===== src/rtl/core/nmi_pkg.sv =====
// shared constants and types for the negated modular inverse block
`default_nettype none

package nmi_pkg;

    localparam int VALUE_BITS_DEF = 32;
    localparam int OUT_BITS       = 32;
    localparam logic [63:0] MODULUS_RESET = 64'd65521;

    typedef struct packed {
        logic done;
        logic error;
    } t_core_status;

endpackage

`default_nettype wire


===== src/rtl/core/nmi_euclid.sv =====
// iterative extended euclid core with shift-subtract quotient steps
`default_nettype none

module nmi_euclid #(
    parameter int VALUE_BITS = 32
) (
    input  wire logic                    i_clk,
    input  wire logic                    i_rst_n,
    input  wire logic                    i_start,
    input  wire logic [VALUE_BITS-1:0]   i_value,
    input  wire logic [VALUE_BITS-1:0]   i_modulus,
    output nmi_pkg::t_core_status        o_status,
    output logic      [VALUE_BITS-1:0]   o_inverse
);
    import nmi_pkg::*;

    localparam int W = VALUE_BITS;

    typedef enum logic [1:0] {
        S_IDLE,
        S_CHECK,
        S_ALIGN,
        S_SUB
    } t_state;

    t_state         r_state;
    logic [W-1:0]   r_a;
    logic [W-1:0]   r_b;
    logic [W-1:0]   r_x;
    logic [W-1:0]   r_nx;
    logic [W-1:0]   r_ta;
    logic [W-1:0]   r_tx;
    logic           r_side;
    logic           r_fix;
    logic [W-1:0]   r_inv;
    logic           r_done;
    logic           r_err;

    logic [W-1:0]   divisor;
    logic [W-1:0]   dividend;
    logic [W-1:0]   coef;
    logic [W-1:0]   acc;
    logic           ge;
    logic [W-1:0]   diff;
    logic [W-1:0]   sum;
    logic           grow;

    // side 0 reduces b by a, side 1 reduces a by b
    assign divisor  = r_side ? r_b  : r_a;
    assign dividend = r_side ? r_a  : r_b;
    assign coef     = r_side ? r_nx : r_x;
    assign acc      = r_side ? r_x  : r_nx;
    assign ge       = (dividend >= r_ta);
    assign diff     = dividend - r_ta;
    assign sum      = acc + r_tx;
    assign grow     = ({r_ta, 1'b0} <= {1'b0, dividend});

    always_ff @(posedge i_clk) begin
        if (!i_rst_n) begin
            r_state <= S_IDLE;
            r_done  <= 1'b0;
            r_err   <= 1'b0;
            r_fix   <= 1'b0;
        end else begin
            r_done <= 1'b0;
            if (r_fix) begin
                r_fix  <= 1'b0;
                r_done <= 1'b1;
                if (r_inv >= i_modulus) begin
                    r_inv <= r_inv - i_modulus;
                end
            end
            case (r_state)
                S_IDLE: begin
                    if (i_start) begin
                        if (i_value == '0 || i_value >= i_modulus) begin
                            r_err  <= 1'b1;
                            r_inv  <= '0;
                            r_done <= 1'b1;
                        end else begin
                            r_err   <= 1'b0;
                            r_a     <= i_value;
                            r_b     <= i_modulus;
                            r_x     <= W'(1);
                            r_nx    <= '0;
                            r_side  <= 1'b0;
                            r_state <= S_CHECK;
                        end
                    end
                end
                S_CHECK: begin
                    if (divisor == W'(1)) begin
                        r_inv   <= r_side ? (i_modulus - r_nx) : r_x;
                        r_fix   <= 1'b1;
                        r_state <= S_IDLE;
                    end else if (divisor == '0) begin
                        r_err   <= 1'b1;
                        r_inv   <= '0;
                        r_done  <= 1'b1;
                        r_state <= S_IDLE;
                    end else begin
                        r_ta    <= divisor;
                        r_tx    <= coef;
                        r_state <= S_ALIGN;
                    end
                end
                S_ALIGN: begin
                    if (grow) begin
                        r_ta <= {r_ta[W-2:0], 1'b0};
                        r_tx <= {r_tx[W-2:0], 1'b0};
                    end else begin
                        r_state <= S_SUB;
                    end
                end
                S_SUB: begin
                    if (ge) begin
                        if (r_side) begin
                            r_a <= diff;
                            r_x <= sum;
                        end else begin
                            r_b  <= diff;
                            r_nx <= sum;
                        end
                    end
                    if (r_ta == divisor) begin
                        r_side  <= ~r_side;
                        r_state <= S_CHECK;
                    end else begin
                        r_ta <= {1'b0, r_ta[W-1:1]};
                        r_tx <= {1'b0, r_tx[W-1:1]};
                    end
                end
                default: begin
                    r_state <= S_IDLE;
                end
            endcase
        end
    end

    assign o_status.done  = r_done;
    assign o_status.error = r_err;
    assign o_inverse      = r_inv;

endmodule

`default_nettype wire


===== src/rtl/core/negated_modular_inverse.sv =====
// negated modular inverse: (modulus - value^-1) mod modulus, error on no inverse
//
//  channel  | signals                                  | direction
//  ---------+------------------------------------------+----------
//  command  | i_start, o_busy, i_value                 | in
//  result   | o_valid, o_neg_inverse, o_error          | out
//  config   | i_cfg_valid, o_cfg_ready, i_cfg_modulus  | in
//
// one item at a time; busy stays high until its result strobe
// each euclid step checks the divisor, shifts it up to align with the dividend
// and then shift-subtracts down through the quotient bits in the shared unit
// a value of zero or not below the modulus gives an error result without a step
// config is refused while busy or while start is high
// synchronous active-low reset; the modulus resets to 65521
// the result is on the ports for one cycle; the receiver cannot stall
`default_nettype none

module negated_modular_inverse #(
    parameter int VALUE_BITS = nmi_pkg::VALUE_BITS_DEF
) (
    input  wire logic                          i_clk,
    input  wire logic                          i_rst_n,
    input  wire logic                          i_start,
    output logic                               o_busy,
    input  wire logic [VALUE_BITS-1:0]         i_value,
    output logic                               o_valid,
    output logic      [nmi_pkg::OUT_BITS-1:0]  o_neg_inverse,
    output logic                               o_error,
    input  wire logic                          i_cfg_valid,
    output logic                               o_cfg_ready,
    input  wire logic [VALUE_BITS-1:0]         i_cfg_modulus
);
    import nmi_pkg::*;

    localparam int W = VALUE_BITS;

    logic [W-1:0]        r_modulus;
    logic                r_busy;
    logic                r_valid;
    logic                r_error;
    logic [W-1:0]        r_result;
    t_core_status        core_status;
    logic [W-1:0]        core_inv;
    logic                take;
    logic                cfg_take;
    logic [W+OUT_BITS-1:0] result_ext;

    assign take     = i_start && !r_busy;
    assign cfg_take = i_cfg_valid && !r_busy && !i_start;

    nmi_euclid #(
        .VALUE_BITS (W)
    ) u_euclid (
        .i_clk     (i_clk),
        .i_rst_n   (i_rst_n),
        .i_start   (take),
        .i_value   (i_value),
        .i_modulus (r_modulus),
        .o_status  (core_status),
        .o_inverse (core_inv)
    );

    always_ff @(posedge i_clk) begin
        if (!i_rst_n) begin
            r_modulus <= MODULUS_RESET[W-1:0];
            r_busy    <= 1'b0;
            r_valid   <= 1'b0;
            r_error   <= 1'b0;
        end else begin
            r_valid <= 1'b0;
            if (cfg_take) begin
                r_modulus <= i_cfg_modulus;
            end
            if (take) begin
                r_busy <= 1'b1;
            end
            if (core_status.done) begin
                r_busy  <= 1'b0;
                r_valid <= 1'b1;
                r_error <= core_status.error;
                if (core_status.error || core_inv == '0) begin
                    r_result <= '0;
                end else begin
                    r_result <= r_modulus - core_inv;
                end
            end
        end
    end

    assign result_ext    = {{OUT_BITS{1'b0}}, r_result};
    assign o_busy        = r_busy;
    assign o_cfg_ready   = !r_busy && !i_start;
    assign o_valid       = r_valid;
    assign o_error       = r_error;
    assign o_neg_inverse = result_ext[OUT_BITS-1:0];

`ifndef SYNTHESIS
    a_start_busy : assert property (@(posedge i_clk) disable iff (!i_rst_n)
        take |=> r_busy)
        else $error("accepted command did not raise busy");

    a_valid_after_busy : assert property (@(posedge i_clk) disable iff (!i_rst_n)
        r_valid |-> $past(r_busy))
        else $error("result strobe without a command in flight");

    a_error_zero : assert property (@(posedge i_clk) disable iff (!i_rst_n)
        (r_valid && r_error) |-> (r_result == '0))
        else $error("error result is not zero");

    a_result_range : assert property (@(posedge i_clk) disable iff (!i_rst_n)
        (r_valid && !r_error) |-> (r_result < r_modulus))
        else $error("result not below modulus");
`endif

endmodule

`default_nettype wire


===== config.mk =====
export PLATFORM = sky130hd
export DESIGN_NAME = negated_modular_inverse
export DESIGN_NICKNAME = d
export VERILOG_FILES = /design/src/rtl/core/nmi_pkg.sv /design/src/rtl/core/nmi_euclid.sv /design/src/rtl/core/negated_modular_inverse.sv
export SDC_FILE = /design/constraint.sdc
export NUM_CORES = 1
export LEC_CHECK = 0
export BUFFER_PORTS_ARGS = -buffer_cell sky130_fd_sc_hd__buf_2
export CAP_MARGIN = 20
export CORE_ASPECT_RATIO = 0.5
export CORE_MARGIN = 4
export CORE_UTILIZATION = 25
export DETAILED_ROUTE_END_ITERATION = 7
export GPL_ROUTABILITY_DRIVEN = 0
export SLEW_MARGIN = 30
export SYNTH_ARGS = -nofsm -noshare
export SYNTH_HDL_FRONTEND = slang
export SYNTH_SLANG_ARGS = --single-unit

===== constraint.sdc =====
create_clock -name i_clk -period 40.5 [get_ports i_clk]
set_clock_uncertainty 0.15 [all_clocks]
set_input_delay 6.075 -clock i_clk [delete_from_list [all_inputs] [get_ports i_clk]]
set_output_delay 6.075 -clock i_clk [all_outputs]
set_load 0.1 [all_outputs]

==> out/metrics.cfg, run 1 <==
[grt]
grt_max_degree=79
grtUsageTotal_pct=14.0
first_global_vias=19400
grt_antenna_before_repair=5
grt_overflow_total=0
grt_pass1_wl_um=111000

[synth]
netlist_area_sq_mm=0.0235
synth_area_per_cell_sq_um=8.92
ys_async_sr_fraction_pct=0
ys_seq_elements=297
yosys.cell_count.top_type=edfxtp_1
synth_edf_count=257
yosysTopAreaCellShare_pct=32.8
synth_ff_type=edfxtp_1
yosysTopAreaCell=edfxtp_1
synth_common_cells=edfxtp_1, a21oi_1, o21ai_0
ys_types=79
ys_warn_count=0
synth-seq-area-share_pct=36.2
synth_cells=2639
syn_nets=2937
yosys-top-cells-area=edfxtp_1, ha_1, a21oi_1

[final_layout]
area_growth_pct=13.9
drive_gt1_share_pct=8.13
final_nets=2987
fin_util_pct=28.8
fillers=9743

[floorplanning]
io_pins=104
die_w_um=442
start_util_pct=25.3
rows=79
die_area_sq_mm=0.0994
coreArea_sq_mm=0.0932
die_h_um=225

[cts]
cts_tree=done
cts-root-buf=clkbuf_16
clock_latency_ns=0.56
post-cts-setup-buffer-count=0
cts_buffer_depth=3
clk_transition_reported_paths_ns=0.05
htreeDepth=2
ctsHoldBuffers=0
cts.sinks=297
cts_made_buffers=38
post_cts_resized=0

[worst_hold_path]
hold_path_class=reg2reg

[power_and_ir_drop]
leakagePower_nw=10.8
total_power_mw=1.13
peakVddDrop_mv=0.0313
p_per_area_mw_per_mm2=42.3

[sta]
period_minus_slack_ns=13.05
fin_ws_ns=27.45
rsz0062_at_grt=false
relSlewSlack_pct=40.4
setup_viol=0
fmax_ghz=0.0766
drv_slew=0
fin_crit_sh_pct=32.2
worstMarginPinSlew_ns=0.894
hold_viol_final=0
setup_tns_ns=0

[placement]
place_hpwl_um=56400
numPortBuffers=103
place_ws_ns=27.45

[setup_path]
critPathMaxFanout=4
path_class=in2out
crit_required_ns=34.28
critPathLaunchType=input pin
critPathArrivalTime_ns=6.82
setup.worst_path.end_class=output pin

[drt]
wl_um=73500
drtIter0Drc=2156
drc=0
vias=20200
firstDrtPassIters=5
drt-wirelength-per-cell_um=18.5
avgViaCountPerCell=5.09
ant_nets=0

[run]
drv_cap=0

[run_status]
status=finished clean

==> routing by layer <==
| layer | global-route usage [%] | part of all wire (%) | vias up |
|---|---|---|---|
| met1 | 18.2 | 43 | 9682 |
| li1 | - | - | 9778 |
| met5 | 0 | 0 | - |
| met4 | 6.67 | 4.9 | 0 |
| met2 | 23.7 | 46 | 631 |
| met3 | 1.26 | 5.4 | 143 |
==> registers in the layout, summed over array words and instances, names as in the netlist, 2 cells and up <==
register,count
o_neg_inverse,32
r_modulus,32
u_euclid.o_inverse,32
u_euclid.r_a,32
u_euclid.r_b,32
u_euclid.r_nx,32
u_euclid.r_ta,32
u_euclid.r_tx,32
u_euclid.r_x,32
u_euclid.r_state,2
==> kinds of logic after synthesis <==
| logic type | count (synthesis) | share of synthesized area (%) |
|---|---|---|
| buf+inv | 340 | 5.50 |
| simple gates | 653 | 13.2 |
| fa+ha+maj | 230 | 12.4 |
| mux | 89 | 3.82 |
| xor+xnor | 151 | 5.62 |
| flops | 297 | 36.2 |
| compound gates | 879 | 23.2 |
==> power breakdown <==
group	leakage, nW	switching, mW	total (mW)	internal (mW)
Combinational	7.42	0.230	0.368	0.139
Clock	0.660	0.137	0.365	0.228
Sequential	2.72	0.0288	0.402	0.373
==> final cells by class <==
cell class	instances	area, sq um	area share, %
well taps	1255	1570	5.86
multi-input cells	2002	13800	51.4
clock inverters	22	275	1.03
repair buffers	125	721	2.69
flip-flops and latches	297	8520	31.8
inverters	225	845	3.15
clock buffers	48	1080	4.03
diodes	5	12.5	0.0467
==> worst max-delay path, cell delays in order <==
cell and delay, ns:
buf_2 0.10, nor2_1 0.18, buf_2 0.46
==> through the flow <==
stage | cells | hold WS, ns | instance area, sq um
2_1_floorplan | 2639 | 0.304 | 23500
3_3_place_gp | 3902 | 0.328 | 25400
3_5_place_dp | 3904 | 0.331 | 25400
4_1_cts | 3974 | 0.344 | 26800
5_1_grt | 3978 | 0.360 | 26800
6_report | 3979 | 0.342 | 26800
==> worst paths after layout <==
| check | cells past startpoint | slack (ns) | to | from |
|---|---|---|---|---|
| worst max register to register | 12 | 35.15 | u_euclid.r_x[23]$_SDFFCE_PN0P_ | u_euclid.r_side$_SDFFCE_PN0P_ |
| worst min register to register | 2 | 0.34 | o_error$_SDFFE_PN0P_ | o_error$_SDFFE_PN0P_ |
| worst max-delay path | 3 | 27.45 | o_cfg_ready | i_start |
| worst min-delay path | 2 | 0.34 | o_error$_SDFFE_PN0P_ | o_error$_SDFFE_PN0P_ |
==> placed cells by master (no fill, tap or decap), types with 41 or more instances in the layout <==
master      n
edfxtp_1  257
nor2_1    170
a21oi_1   252
xor2_1     46
nor2b_1    52
nor4_1     41
buf_2     103
mux2i_1    82
nand2_1   195
a22oi_1    64
a21o_1    108
xnor2_1   105
o21ai_0   233
inv_1     223
ha_1      223
Power figures use the tool's default switching activity.
==> run 2: changes to the inputs <==
==> constraint.sdc (replaced) <==
create_clock -name i_clk -period 12.55 [get_ports i_clk]
set_clock_uncertainty 0.15 [all_clocks]
set_input_delay 1.8825 -clock i_clk [delete_from_list [all_inputs] [get_ports i_clk]]
set_output_delay 1.8825 -clock i_clk [all_outputs]
set_load 0.1 [all_outputs]
==> run 2 against run 1 <==
Net effect: flip-flop and latch count is the same; first-iteration DRC count is 11% lower; total power grew to 3.2 times the previous value; critical path depth rose by 10; sequential power increased to 3.2 times the previous value; final area fell by 0.31%; clock-buffer cell count down 2; cell count fell by 0.15%; worst hold slack improved by 0.042 ns; via count rose by 0.36%.
==> out/metrics.cfg, run 2 (synthesis gave the netlist of run 1 again) <==
[worst_hold_path]
hold_path_depth=2
hp-start=r_modulus[18]$_SDFFE_PN0P_
hold_path_class=reg2reg
hold_path_end=r_modulus[18]$_SDFFE_PN0P_

[final_layout]
mostFrequentLayoutCells=edfxtp_1, a21oi_1, o21ai_0
area_growth_pct=13.5
drive_gt1_share_pct=8.03
final_nets=2985
mostFrequentLayoutCell=edfxtp_1

[placement]
numPortBuffers=103
place_ws_ns=6.24
place_hpwl_um=57300

[grt]
grtUsageTotal_pct=14.3
grt_pass1_wl_um=113000
grt_max_degree=153
first_global_vias=19400
grt_overflow_total=0
grt_antenna_before_repair=5

[drt]
vias=20300
drt-wirelength-per-cell_um=18.8
drtIter0Drc=1925
avgViaCountPerCell=5.11
wl_um=74600
firstDrtPassIters=6
ant_nets=0
drc=0

[cts]
htreeDepth=2
cts-root-buf=clkbuf_16
cts_made_buffers=37
clock_latency_ns=0.56
clk_transition_reported_paths_ns=0.05
cts_buffer_depth=3
ctsHoldBuffers=0
cts.sinks=297
post-cts-setup-buffer-count=0
cts_tree=done
post_cts_resized=0

[power_and_ir_drop]
peakVddDrop_mv=0.0663
p_per_area_mw_per_mm2=136
leakagePower_nw=10.8

[sta]
relSlewSlack_pct=38.6
fin_ws_ns=6.79
worstMarginPinSlew_ns=0.921
drv_slew=0
hold_viol_final=0
rsz0062_at_grt=false
fin_crit_sh_pct=45.9
fmax_ghz=0.174
setup_tns_ns=0
setup_viol=0
period_minus_slack_ns=5.76

[setup_path]
worst-r2r-cell-count=15
reg2reg_slack_ns=6.85
path_class=in2reg
critPathArrivalTime_ns=5.79
critPathLaunchType=input pin
regToRegStartpoint=u_euclid.r_side$_SDFFCE_PN0P_
crit_required_ns=12.59
critPathMaxFanout=46
r2r-end=u_euclid.r_x[28]$_SDFFCE_PN0P_
setup.worst_path.end_class=register

[floorplanning]
io_pins=104
die_h_um=225
coreArea_sq_mm=0.0932
die_w_um=442
start_util_pct=25.3
die_area_sq_mm=0.0994
rows=79

[run]
drv_cap=0

[run_status]
status=finished clean

==> run 2: worst max path at each step <==
stage | depth (start not counted) | to | startpoint | slack [ns]
finish | 13 | u_euclid.r_x[28]$_SDFFCE_PN0P_ | i_value[13] | 6.79
global route | 13 | u_euclid.r_x[28]$_SDFFCE_PN0P_ | i_value[13] | 6.61
CTS | 13 | u_euclid.r_x[28]$_SDFFCE_PN0P_ | i_value[13] | 6.85
detailed placement | 13 | u_euclid.r_x[27]$_SDFFCE_PN0P_ | i_value[13] | 6.24
global placement | 13 | u_euclid.r_nx[0]$_SDFFCE_PN0P_ | i_value[13] | 6.11
floorplan | 16 | u_euclid.r_ta[0]$_DFFE_PP_ | u_euclid.r_side$_SDFFCE_PN0P_ | 1.24
==> run 2: cell type report <==
type,instances,area (sq um)
tap,1255,1570
timing repair buffer,124,706
antenna,3,7.51
inverter,225,845
clock inverter,21,243
clock buffer,46,1050
multi-input combinational,2002,13800
fill,9859,66500
sequential,297,8520
==> run 2: layer usage <==
| metal | global-route usage (%) | wire length, um | vias up |
|---|---|---|---|
| li1 | - | - | 9774 |
| met1 | 18.5 | 32200 | 9720 |
| met2 | 24.7 | 35400 | 669 |
| met3 | 1.24 | 4000 | 143 |
| met4 | 5.93 | 3000 | 0 |
| met5 | 0 | 0 | - |
==> run 2: worst max-delay path, stage by stage <==
cell       delay, ns
buf_2           0.12
ha_1            0.31
a21o_1          0.17
a21o_1          0.17
a2111oi_0       0.43
o2111ai_1       0.17
nor3_1          0.35
o21ai_0         0.25
o21ai_0         0.29
nand2_1         0.13
a31o_2          0.28
a21oi_4         0.50
buf_4           0.67
==> run 2: stage by stage <==
stage / utilization (%) / instance area (sq um) / hold WS [ns] / total power, mW / std cells
after floorplan: - / 23500 / 0.304 / 2.16 / 2639
after global placement: 27.2 / 25400 / 0.370 / 2.46 / 3902
after detailed placement: 27.3 / 25400 / 0.372 / 2.48 / 3903
after CTS: 28.7 / 26700 / 0.380 / 3.63 / 3970
after global routing: 28.7 / 26700 / 0.407 / 3.82 / 3972
final: 28.7 / 26700 / 0.384 / 3.62 / 3973
==> run 2: power breakdown <==
| part | switching [mW] | internal (mW) |
|---|---|---|
| registers | 0.0926 | 1.20 |
| logic | 0.744 | 0.446 |
| clock network | 0.440 | 0.697 |
| total | 1.28 | 2.35 |
